===== src/mtpd_pkg.sv =====
// Package for the median threshold peak detector.
// Holds sizes, register codes and the cell data and control types.
// No dependencies.
package mtpd_pkg;

    localparam int CHANNELS    = 10;
    localparam int MEDIAN_RANK = 4;
    localparam int POWER_WIDTH = 32;

    localparam int CH_W     = 4;
    localparam int PWR_IN_W = 32;
    localparam int PW       = (POWER_WIDTH < PWR_IN_W) ? POWER_WIDTH : PWR_IN_W;
    localparam int CNT_W    = 16;
    localparam int FUDGE_W  = 16;
    localparam int MASK_W   = 10;
    localparam int THR_W    = PW + FUDGE_W;
    localparam int CW       = (CHANNELS > 1) ? $clog2(CHANNELS) : 1;
    localparam int PH_W     = $clog2(CHANNELS + 1);
    localparam int RANK     = (MEDIAN_RANK < CHANNELS) ? MEDIAN_RANK : CHANNELS - 1;

    localparam logic [FUDGE_W-1:0] FUDGE_RESET = FUDGE_W'(750);
    localparam logic [CNT_W-1:0]   CNT_MAX     = {CNT_W{1'b1}};

    localparam int CFG_IDX_W = 2;
    localparam logic [CFG_IDX_W-1:0] REG_FUDGE      = 2'd0;
    localparam logic [CFG_IDX_W-1:0] REG_IGNORE     = 2'd1;
    localparam logic [CFG_IDX_W-1:0] REG_IGNORE_ALL = 2'd2;
    localparam int CFG_DATA_W = 16;

    typedef struct packed {
        logic [CH_W-1:0]  ch;
        logic [PW-1:0]    pwr;
        logic [CNT_W-1:0] cnt;
    } cell_t;

    typedef struct packed {
        logic             wr_en;
        logic [CH_W-1:0]  wr_ch;
        logic [PW-1:0]    wr_pwr;
        logic             sort_en;
        logic             phase;
        logic             inc_en;
        logic [CW-1:0]    inc_idx;
    } cell_ctl_t;

endpackage


===== src/mtpd_cell.sv =====
// One sorting cell: holds a channel id, its power and its hit counter.
// Compare-exchange with a neighbor on alternating phases (odd-even sort).
// Depends on mtpd_pkg.
module mtpd_cell (
    input  logic                      aclk,
    input  logic                      aresetn,
    input  logic [mtpd_pkg::CW-1:0]   idx,
    input  mtpd_pkg::cell_ctl_t       ctl,
    input  mtpd_pkg::cell_t           left_in,
    input  mtpd_pkg::cell_t           right_in,
    output mtpd_pkg::cell_t           cell_out
);
    import mtpd_pkg::*;

    cell_t cell_reg, cell_next;
    logic  is_left;
    logic  has_left;
    logic  has_right;

    assign is_left   = (idx[0] == ctl.phase);
    assign has_left  = (idx != '0);
    assign has_right = (idx != CW'(CHANNELS - 1));

    always_comb begin
        cell_next = cell_reg;
        if (ctl.sort_en) begin
            if (is_left) begin
                if (has_right && (cell_reg.pwr > right_in.pwr)) begin
                    cell_next = right_in;
                end
            end else begin
                if (has_left && (left_in.pwr > cell_reg.pwr)) begin
                    cell_next = left_in;
                end
            end
        end else begin
            if (ctl.wr_en && (cell_reg.ch == ctl.wr_ch)) begin
                cell_next.pwr = ctl.wr_pwr;
            end
            if (ctl.inc_en && (ctl.inc_idx == idx) && (cell_reg.cnt != CNT_MAX)) begin
                cell_next.cnt = cell_reg.cnt + CNT_W'(1);
            end
        end
    end

    always_ff @(posedge aclk) begin
        if (!aresetn) begin
            cell_reg.ch  <= CH_W'(idx);
            cell_reg.cnt <= '0;
        end else begin
            cell_reg.ch  <= cell_next.ch;
            cell_reg.cnt <= cell_next.cnt;
        end
        cell_reg.pwr <= cell_next.pwr;
    end

    assign cell_out = cell_reg;

endmodule


===== src/median_threshold_peak_detector.sv =====
// Top level of the median threshold peak detector.
// Sequencer, configuration registers and the chain of mtpd_cell sorting cells.
// Depends on mtpd_pkg and mtpd_cell.
//
//  channel   direction  tdata / data (low bit first)                 side bits
//  s_        in         channel[3:0] power[35:4] pad[39:36]           tlast=is_last tuser=hold
//  m_        out        hit[0] hit_channel[4:1] hit_count[20:5] pad    tuser=ran
//  cfg_      in         index: 0 fudge, 1 ignored mask, 2 ignore all   data 16 bits
//
// A last transaction with hold gives the stored result of the previous
// detection; otherwise detection takes CHANNELS sort phases in the cell chain,
// then the threshold multiply, compare and output states.
// Reset is synchronous: the channel order returns to identity, counters clear.
// A last transaction is held off while an earlier result is still unread.
module median_threshold_peak_detector (
    input  logic        aclk,
    input  logic        aresetn,
    input  logic        s_tvalid,
    output logic        s_tready,
    input  logic [39:0] s_tdata,   // channel, power
    input  logic        s_tlast,
    input  logic        s_tuser,   // hold
    output logic        m_tvalid,
    input  logic        m_tready,
    output logic [23:0] m_tdata,   // hit, hit_channel, hit_count
    output logic        m_tuser,   // ran
    input  logic        cfg_valid,
    output logic        cfg_ready,
    input  logic [1:0]  cfg_index,
    input  logic [15:0] cfg_data
);
    import mtpd_pkg::*;

    localparam logic [2:0] ST_IDLE = 3'd0;
    localparam logic [2:0] ST_SORT = 3'd1;
    localparam logic [2:0] ST_EVAL = 3'd2;
    localparam logic [2:0] ST_CMP  = 3'd3;
    localparam logic [2:0] ST_DONE = 3'd4;

    localparam int MASK_EXT = 2 ** CH_W;

    logic [2:0]          state_reg, state_next;
    logic [PH_W-1:0]     phase_reg, phase_next;
    logic [FUDGE_W-1:0]  fudge_reg;
    logic [MASK_W-1:0]   mask_reg;
    logic                ign_all_reg;
    logic                hit_flag_reg;
    logic [CH_W-1:0]     last_hit_reg;
    logic [THR_W-1:0]    thr_reg;
    logic [PW-1:0]       best_pwr_reg;
    logic [CH_W-1:0]     best_ch_reg;
    logic [CW-1:0]       best_idx_reg;
    logic                found_reg;
    logic                m_valid_reg;
    logic [23:0]         m_data_reg;
    logic                m_user_reg;

    cell_t               cells [CHANNELS];
    cell_ctl_t           ctl;
    logic [MASK_EXT-1:0] mask_ext;
    logic [CHANNELS-1:0] ign;
    logic                best_found;
    logic [CW-1:0]       best_idx;
    logic [CNT_W-1:0]    cnt_sel;
    logic                in_acc;
    logic                out_free;
    logic                hit_now;

    assign cfg_ready = 1'b1;
    assign out_free  = !m_valid_reg || m_tready;
    assign s_tready  = (state_reg == ST_IDLE) && (!s_tlast || out_free);
    assign in_acc    = s_tvalid && s_tready;

    always_ff @(posedge aclk) begin
        if (!aresetn) begin
            fudge_reg   <= FUDGE_RESET;
            mask_reg    <= '0;
            ign_all_reg <= 1'b0;
        end else if (cfg_valid) begin
            unique case (cfg_index)
                REG_FUDGE:      fudge_reg   <= cfg_data[FUDGE_W-1:0];
                REG_IGNORE:     mask_reg    <= cfg_data[MASK_W-1:0];
                REG_IGNORE_ALL: ign_all_reg <= cfg_data[0];
                default: ;
            endcase
        end
    end

    assign ctl.wr_en   = in_acc;
    assign ctl.wr_ch   = s_tdata[CH_W-1:0];
    assign ctl.wr_pwr  = s_tdata[CH_W +: PW];
    assign ctl.sort_en = (state_reg == ST_SORT);
    assign ctl.phase   = phase_reg[0];
    assign ctl.inc_en  = (state_reg == ST_CMP) && hit_now;
    assign ctl.inc_idx = best_idx_reg;

    for (genvar i = 0; i < CHANNELS; i++) begin : g_cell
        mtpd_cell u_cell (
            .aclk     (aclk),
            .aresetn  (aresetn),
            .idx      (CW'(i)),
            .ctl      (ctl),
            .left_in  (cells[(i == 0) ? 0 : i - 1]),
            .right_in (cells[(i == CHANNELS - 1) ? i : i + 1]),
            .cell_out (cells[i])
        );
    end

    assign mask_ext = MASK_EXT'(mask_reg);

    always_comb begin
        for (int i = 0; i < CHANNELS; i++) begin
            ign[i] = ign_all_reg || mask_ext[cells[i].ch];
        end
    end

    always_comb begin
        best_found = 1'b0;
        best_idx   = '0;
        for (int i = 0; i < CHANNELS; i++) begin
            if (!ign[i]) begin
                best_found = 1'b1;
                best_idx   = CW'(i);
            end
        end
    end

    always_comb begin
        cnt_sel = '0;
        for (int i = 0; i < CHANNELS; i++) begin
            if (cells[i].ch == last_hit_reg) begin
                cnt_sel = cnt_sel | cells[i].cnt;
            end
        end
    end

    assign hit_now = found_reg && ({FUDGE_W'(0), best_pwr_reg} >= thr_reg);

    always_comb begin
        state_next = state_reg;
        phase_next = phase_reg;
        unique case (state_reg)
            ST_IDLE: begin
                phase_next = '0;
                if (in_acc && s_tlast && !s_tuser) begin
                    state_next = ST_SORT;
                end
            end
            ST_SORT: begin
                phase_next = phase_reg + PH_W'(1);
                if (phase_reg == PH_W'(CHANNELS - 1)) begin
                    state_next = ST_EVAL;
                end
            end
            ST_EVAL: state_next = ST_CMP;
            ST_CMP:  state_next = ST_DONE;
            ST_DONE: begin
                if (out_free) begin
                    state_next = ST_IDLE;
                end
            end
            default: state_next = ST_IDLE;
        endcase
    end

    always_ff @(posedge aclk) begin
        if (!aresetn) begin
            state_reg    <= ST_IDLE;
            phase_reg    <= '0;
            hit_flag_reg <= 1'b0;
            last_hit_reg <= '0;
            m_valid_reg  <= 1'b0;
        end else begin
            state_reg <= state_next;
            phase_reg <= phase_next;
            if (state_reg == ST_CMP) begin
                hit_flag_reg <= hit_now;
                if (hit_now) begin
                    last_hit_reg <= best_ch_reg;
                end
            end
            if ((state_reg == ST_DONE && out_free) || (in_acc && s_tlast && s_tuser)) begin
                m_valid_reg <= 1'b1;
            end else if (m_tready) begin
                m_valid_reg <= 1'b0;
            end
        end
    end

    always_ff @(posedge aclk) begin
        if (state_reg == ST_EVAL) begin
            thr_reg      <= THR_W'(cells[RANK].pwr) * THR_W'(fudge_reg);
            found_reg    <= best_found;
            best_idx_reg <= best_idx;
            best_pwr_reg <= cells[best_idx].pwr;
            best_ch_reg  <= cells[best_idx].ch;
        end
        if (state_reg == ST_DONE && out_free) begin
            m_user_reg <= 1'b1;
            m_data_reg <= {3'b000, cnt_sel, last_hit_reg, hit_flag_reg};
        end else if (in_acc && s_tlast && s_tuser) begin
            m_user_reg <= 1'b0;
            m_data_reg <= {3'b000, cnt_sel, last_hit_reg, hit_flag_reg};
        end
    end

    assign m_tvalid = m_valid_reg;
    assign m_tdata  = m_data_reg;
    assign m_tuser  = m_user_reg;

endmodule


===== config.mk =====
export PLATFORM = sky130hd
export DESIGN_NAME = median_threshold_peak_detector
export DESIGN_NICKNAME = d
export VERILOG_FILES = /design/src/mtpd_pkg.sv /design/src/mtpd_cell.sv /design/src/median_threshold_peak_detector.sv
export SDC_FILE = /design/constraint.sdc
export NUM_CORES = 2
export LEC_CHECK = 0
export BUFFER_PORTS_ARGS = -buffer_cell sky130_fd_sc_hd__buf_2
export CAP_MARGIN = 0
export CORE_MARGIN = 10
export CORE_UTILIZATION = 40
export DETAILED_ROUTE_END_ITERATION = 10
export SLEW_MARGIN = 20
export SYNTH_ARGS = -nofsm -noshare
export SYNTH_HDL_FRONTEND = slang
export SYNTH_HIERARCHICAL = 1
export SYNTH_SLANG_ARGS = --single-unit

===== constraint.sdc =====
create_clock -name aclk -period 6.95 [get_ports aclk]
set_input_delay 2.085 -clock aclk [delete_from_list [all_inputs] [get_ports aclk]]
set_output_delay 2.085 -clock aclk [all_outputs]
set_load 0.05 [all_outputs]

# Yosys cells after proc, flatten, opt, wreduce, memory -nomap -nowiden
# Index checks and enable logic that the tools add are counted.
[op_classes] add_sub_neg=11 mul=1 div_mod_pow=0 n_lt_le_gt_ge=21 eq_ne=65 shifts=0 n_mux=110 bitwise=11 n_reduce_logical=121
[ops] op="52-bit 2-to-1 mux" count=26
[ops] op="48-bit 2-to-1 mux" count=14
[ops] op="16-bit 2-to-1 mux" count=20
[ops] op="32-bit 2-to-1 mux" count=10
[ops] op="32-bit greater-than comparator" count=9
[ops] op="52-bit binary-select mux with 4-bit select" count=1
[ops] op="16-bit by 1-bit adder with 16-bit output (second input constant)" count=10
[ops] op="16-bit inequality test (second input constant)" count=10
[ops] op="16-bit OR" count=9
[ops] op="3-bit AND reduction" count=31
[ops] op="4-bit == test" count=20
[ops] op="2-bit nonzero test" count=28
[ops] op="4-bit by 5-bit < comparator with 1-bit output (second input constant)" count=10
[ops] op="32-bit by 48-bit greater-or-equal comparator with 1-bit output" count=1
[ops] op="32-bit by 16-bit multiplier with 48-bit output" count=1
[ops] op="21-bit 2-to-1 mux" count=2
[ops] op="1-bit binary-select mux with 4-bit select" count=10
[ops] op="1-bit logical AND" count=38
[ops] op="4-bit 2-to-1 mux" count=8
[ops] op="3-bit by 2-bit inequality test with 1-bit output (second input constant)" count=9
[ops] op="4-bit by 3-bit == test with 1-bit output (second input constant)" count=4
[ops] op="2-bit by 1-bit inequality test with 1-bit output (second input constant)" count=8
[ops] op="3-bit case mux with 5 select lines" count=1
[ops] op="1-bit 2-to-1 mux" count=14
[ops] op="22 further kinds" count=46
[word_totals] register_bits=671 latchBits=0 ramBits=0 rom_bits=0 inputBits=65 out_inout_bits=28 elab_cells=385 memories=0

# Longest topological paths before layout
[logic_depth] depth_word=22 ltp_mapped=24 ltp_nobuf=23

# Cells and area by module
# The synthesis kept the hierarchy.
[by_module_without_submodules] mod="mtpd_cell (g_cell[4].u_cell ...)" n_inst=6 cells_each=602 area_each_um2=4779.6 seq_area_each_um2=1401.3
[by_module_without_submodules] mod="median_threshold_peak_detector" n_inst=1 cells_each=3036 area_each_um2=27062.2 seq_area_each_um2=4124.0
[by_module_without_submodules] mod="mtpd_cell (g_cell[0].u_cell ...)" n_inst=4 cells_each=623 area_each_um2=4843.4 seq_area_each_um2=1401.3

# Least setup slack after synthesis
# OpenSTA, ideal clock, no wires.
[synth_timing] path_kind="input-to-output" startpoint="in m_tready" endpoint="out s_tready" arrival_ns=4.688 t_required_ns=4.865 path_slack_ns=0.177 path_stages=2 path_buffers=0 path_cell_list="nor2b_1 > a2111oi_0"
[synth_between] elab_chain_len=3
[synth_rtl] element="from (decl)" line_no="median_threshold_peak_detector.sv:24" source="input logic m_tready,"
[synth_rtl] element="1-bit logical OR" line_no="median_threshold_peak_detector.sv:70" source="assign out_free = !m_valid_reg || m_tready;"
[synth_rtl] element="1-bit logical OR" line_no="median_threshold_peak_detector.sv:71" source="assign s_tready = (state_reg == ST_IDLE) && (!s_tlast || out_free);"
[synth_rtl] element="1-bit logical AND" line_no="median_threshold_peak_detector.sv:71"
[synth_rtl] element="to (decl)" line_no="median_threshold_peak_detector.sv:19" source="output logic s_tready,"
# Every way passes these cells.

# Final worst setup path
[layout_timing] startpoint="reg g_cell[4].u_cell.cell_reg, in the netlist g_cell[4].u_cell/cell_out[30]" endpoint="reg thr_reg[45] (data pin)"
[layout_between] elab_chain_len=1
[layout_rtl] element="from (decl)" line_no="mtpd_cell.sv:15" source="cell_t cell_reg, cell_next;"
[layout_rtl] element="32-bit by 16-bit multiplier with 48-bit output" line_no="median_threshold_peak_detector.sv:192" source="thr_reg <= THR_W'(cells[RANK].pwr) * THR_W'(fudge_reg);"
[layout_rtl] element="to (signal assigned)" line_no="median_threshold_peak_detector.sv:192"
[layout_rtl] element="to (decl)" line_no="median_threshold_peak_detector.sv:49" source="logic [THR_W-1:0] thr_reg;"
# Every way passes these cells.
# A chain may end at the register's enable or synchronous reset.

==> key figures <==
Floorplan
  – CORE AREA: 0.186 mm2
  – Starting Density: 0.404
  – Die W: between 400 and 500 um
  – Ports: between 90 and 100
  – Die ar.: approximately 0.21 mm2
  – Height of the chip: 453 um
  – Row count: 158

CTS
  – Cts hold-fix bufs: 0
  – Clock tree buffer depth: 3
  – Clk Latency, worst-skew pair: 0.79 ns
  – Clock root buffer: clkbuf_16
  – CTS H-Tree Depth: 3
  – CTS Buf Count: 90
  – CTS clk-pin slew, worst paths: ~0.06 ns
  – CTS tree: yes
  – CTS sink count: 671

Timing
  – Final setup violation count: 0
  – Setup ws final: 0.110 ns
  – Fmax: 0.146 GHz
  – Worst-Margin Slew: 1.21 ns
  – Hold Fails Final Rpt: 0
  – Worst rel slew slack: 0.183
  – Setup tns final: 0 ns
  – Max Slew Vio Count: 0
  – Final clock skew: 0.0628 ns
  – Post-route clock period utilization: 0.984
  – Min cycle time layout: 6.84 ns
  – WHS: about 0.46 ns

Layout
  – Fill count: 18300
  – Finished Cell Area: 0.0835 mm2
  – Max reg flops: 520
  – Nets@finish: 10600
  – Layout area overhead: 11.2%
  – Final cell count without fillers: 11900
  – Fraction of layout cells with a size suffix above 1: 0.0789

GRT
  – Vias in the first global route: 68400
  – First-pass GRT wire length: 442 mm
  – Grt total ovfl: 0
  – Initial antenna violation count: 39
  – Largest net degree at the start of global routing: 162
  – Total track usage: 0.281

Setup path
  – Worst-case reg-to-reg path depth: 24
  – WP data required: about 7.5 ns
  – Critical path startpoint category: register
  – Crit-path max cell delay: roughly 0.58 ns
  – Top cell by count, worst path: fa_1
  – Critical path class: register to register
  – Crit path arrival time: ~7.4 ns
  – Critical path cell sequence: buf_12 > clkbuf_16 > nand2_1 > fa_1 > fa_1 > fa_1 > inv_1 > fa_2 > fa_1 > inv_1 > fa_1 > inv_1 > ha_4 > a21oi_2 > a31oi_2 > o21bai_1 > buf_4 > o31ai_4 > buf_4 > o31a_1 > a221oi_2 > o31a_1 > o41ai_2 > xor2_1
  – CP bufs+invs: 7
  – Crit-path max FO: 10
  – Crit path max-delay family: adder cells
  – Crit end category: register
  – Crit path max-delay cell type: fa_1
  – WP depth: 24

Synthesis
  – Post-Syn Area: around 0.075 mm2
  – Ys flop type: edfxtp_1
  – Sequential fraction of the synthesis area: 0.241
  – Number of enable flip-flop cells after synthesis: 470
  – Warnings, synthesis: 6
  – Ys async rst share: 0
  – #FFs+latches synth: ~670
  – Post-synthesis instance total: 9140
  – Yosys cell types: 96
  – Average size of a mapped cell: 8.22 um2

Hold path
  – Hold depth: 2
  – Worst hold path type: register to register

Power and ir drop
  – Sw Share: 0.414
  – NetSw: 9.52 mW
  – Leak Pwr: 37.1 nW
  – Sequential power share: 0.225
  – Int Power: 13.5 mW
  – Gate power share: 0.554
  – VDD IR max: roughly 0.44 mV
  – Clock power frac: 0.221
  – Power per standard cell area: 275 mW/mm2

Run
  – Max_cap viols: 0

Placement
  – Placed cells: approximately 12000
  – Port Buf Inserts: 84
  – Worst slack at placement: -0.302 ns
  – DP HPWL: 228 mm
  – GPL Wtd Cong: 0.999
  – Dpl cell area: 0.0799 mm2

Routing
  – Residual DRC: 0
  – Via density: 6.03
  – Routed len/inst: 25.5 um
  – Vias after detailed routing: 71500
  – DR iter-0 viols: 8211
  – Drt first pass iters: 7
  – Post-Route WL: 302 mm
  – Routed Antenna Nets: 0

Run status
  – Status: complete, no violations
## Yosys cell counts, types with 18 or more instances
cell	instances	area [um2]
a211oi_1	39	293
a21boi_0	18	135
a21o_1	76	571
a21oi_1	829	4150
a221oi_1	50	438
a22o_1	23	201
a22oi_1	67	503
a31oi_1	241	1510
and2_1	224	1400
and3_1	137	857
and4_1	24	210
buf_2	33	165
clkbuf_1	361	1360
dfxtp_1	201	4020
edfxtp_1	470	14100
fa_1	418	8370
ha_1	804	10100
inv_1	1222	4590
mux2_2	37	417
mux2i_1	159	1590
nand2_1	1126	4230
nand2b_1	36	225
nand3_1	215	1080
nand3b_1	22	165
nand4_1	238	1490
nor2_1	718	2700
nor2b_1	47	294
nor3_1	119	596
nor4_1	56	350
o2111ai_1	29	254
o211ai_1	23	173
o21a_1	34	255
o21ai_0	316	1580
o21ai_1	28	140
o22ai_1	47	294
o31a_1	36	315
o32ai_2	32	521
or3_1	43	269
or4_1	54	405
xnor2_1	71	622
xor2_1	105	920
## power groups by stage
stage / clock [mW] / sequential (mW) / combinational (mW)
finish: 5.08 / 5.17 / 12.8
global route: 5.26 / 5.18 / 14.2
CTS: 5.13 / 5.16 / 11.9
detailed placement: 0 / 5.24 / 11.7
global placement: 0 / 5.24 / 11.6
floorplan: 0 / 5.10 / 7.71
## worst min-delay path, stage by stage (launching register included)
cell and delay [ns]:
dfxtp_1 0.31, nand2_1 0.06, nand2_1 0.05
## timing repair
item | 4_1_cts | 5_1_grt
cloned | 0 | 4
setup buffers | 0 | 11
pin swaps | 2 | 34
gates resized for setup | 5 | 49
hold endpoints to repair | 0 | 0
endpoints found under the setup margin | 5 | 13
## cell usage in the layout (no fill, tap or decap), types with 29 or more instances in the layout
master,Yosys,layout
xnor2_1,71,71
o2111ai_1,29,29
ha_1,804,797
xor2_1,105,101
fa_1,418,412
nor2b_1,47,46
o21ai_1,28,29
o32ai_2,32,32
a221oi_1,50,48
o21a_1,34,34
or4_1,54,54
buf_4,10,224
buf_2,33,83
buf_12,0,36
nand3_1,215,214
nand2_1,1126,1120
a22oi_1,67,67
dfxtp_1,201,198
o22ai_1,47,47
inv_1,1222,1219
a21o_1,76,76
clkbuf_16,0,96
nor2_1,718,711
nand2b_1,36,36
and3_1,137,136
a31oi_1,241,240
nor3_1,119,117
o31a_1,36,36
edfxtp_1,470,470
and2_1,224,220
o21ai_0,316,312
a21oi_1,829,826
mux2i_1,159,159
nand4_1,238,238
a211oi_1,39,37
mux2_2,37,37
conb_1,2,134
nor4_1,56,41
or3_1,43,43
## final timing paths
kind              slack, ns           to                     startpoint
setup / recovery       0.11  thr_reg[45]  g_cell[4].u_cell/cell_out[30]
hold reg to reg        0.46      m_tuser                        m_tuser
hold / removal         0.46      m_tuser                        m_tuser
setup reg to reg       0.11  thr_reg[45]  g_cell[4].u_cell/cell_out[30]
## layer usage
layer  GRT usage  vias to the layer above  share of wire
met5           0                        -        0.00030
met4       0.159                       12          0.066
met3      0.0550                      850          0.096
met2       0.444                     3771           0.45
met1       0.358                    34700           0.39
li1            -                    32100              -
## cell type report
| class | instances | area (um2) | area share |
|---|---|---|---|
| Timing Repair Buffer | 352 | 2980 | 0.0356 |
| Multi-Input combinational cell | 6939 | 51600 | 0.617 |
| Antenna cell | 17 | 42.5 | 0.000509 |
| Tap cell | 2480 | 3100 | 0.0371 |
| Clock buffer | 123 | 2510 | 0.0300 |
| Inverter | 1223 | 4600 | 0.0551 |
| Sequential cell | 671 | 18100 | 0.217 |
| Clock inverter | 45 | 596 | 0.00713 |
## stage by stage
step | total power, mW | utilization
after floorplan | 12.8 | -
after global placement | 16.9 | 0.430
after detailed placement | 17.0 | 0.430
after CTS | 22.2 | 0.446
after global routing | 24.6 | 0.449
final | 23.0 | 0.449
## logic make-up after synthesis
kind of cell | Yosys count | share of synthesized area
DFF | 671 | 0.241
buffers and inverters | 1662 | 0.0860
and+or+nand+nor | 3110 | 0.196
other | 2 | 0.000100
xor gates and xnor gates | 180 | 0.0220
adders and majority gates | 1222 | 0.245
AOI/OAI and AO/OA | 2076 | 0.176
muxes | 217 | 0.0332
Power figures use the tool's default switching activity.
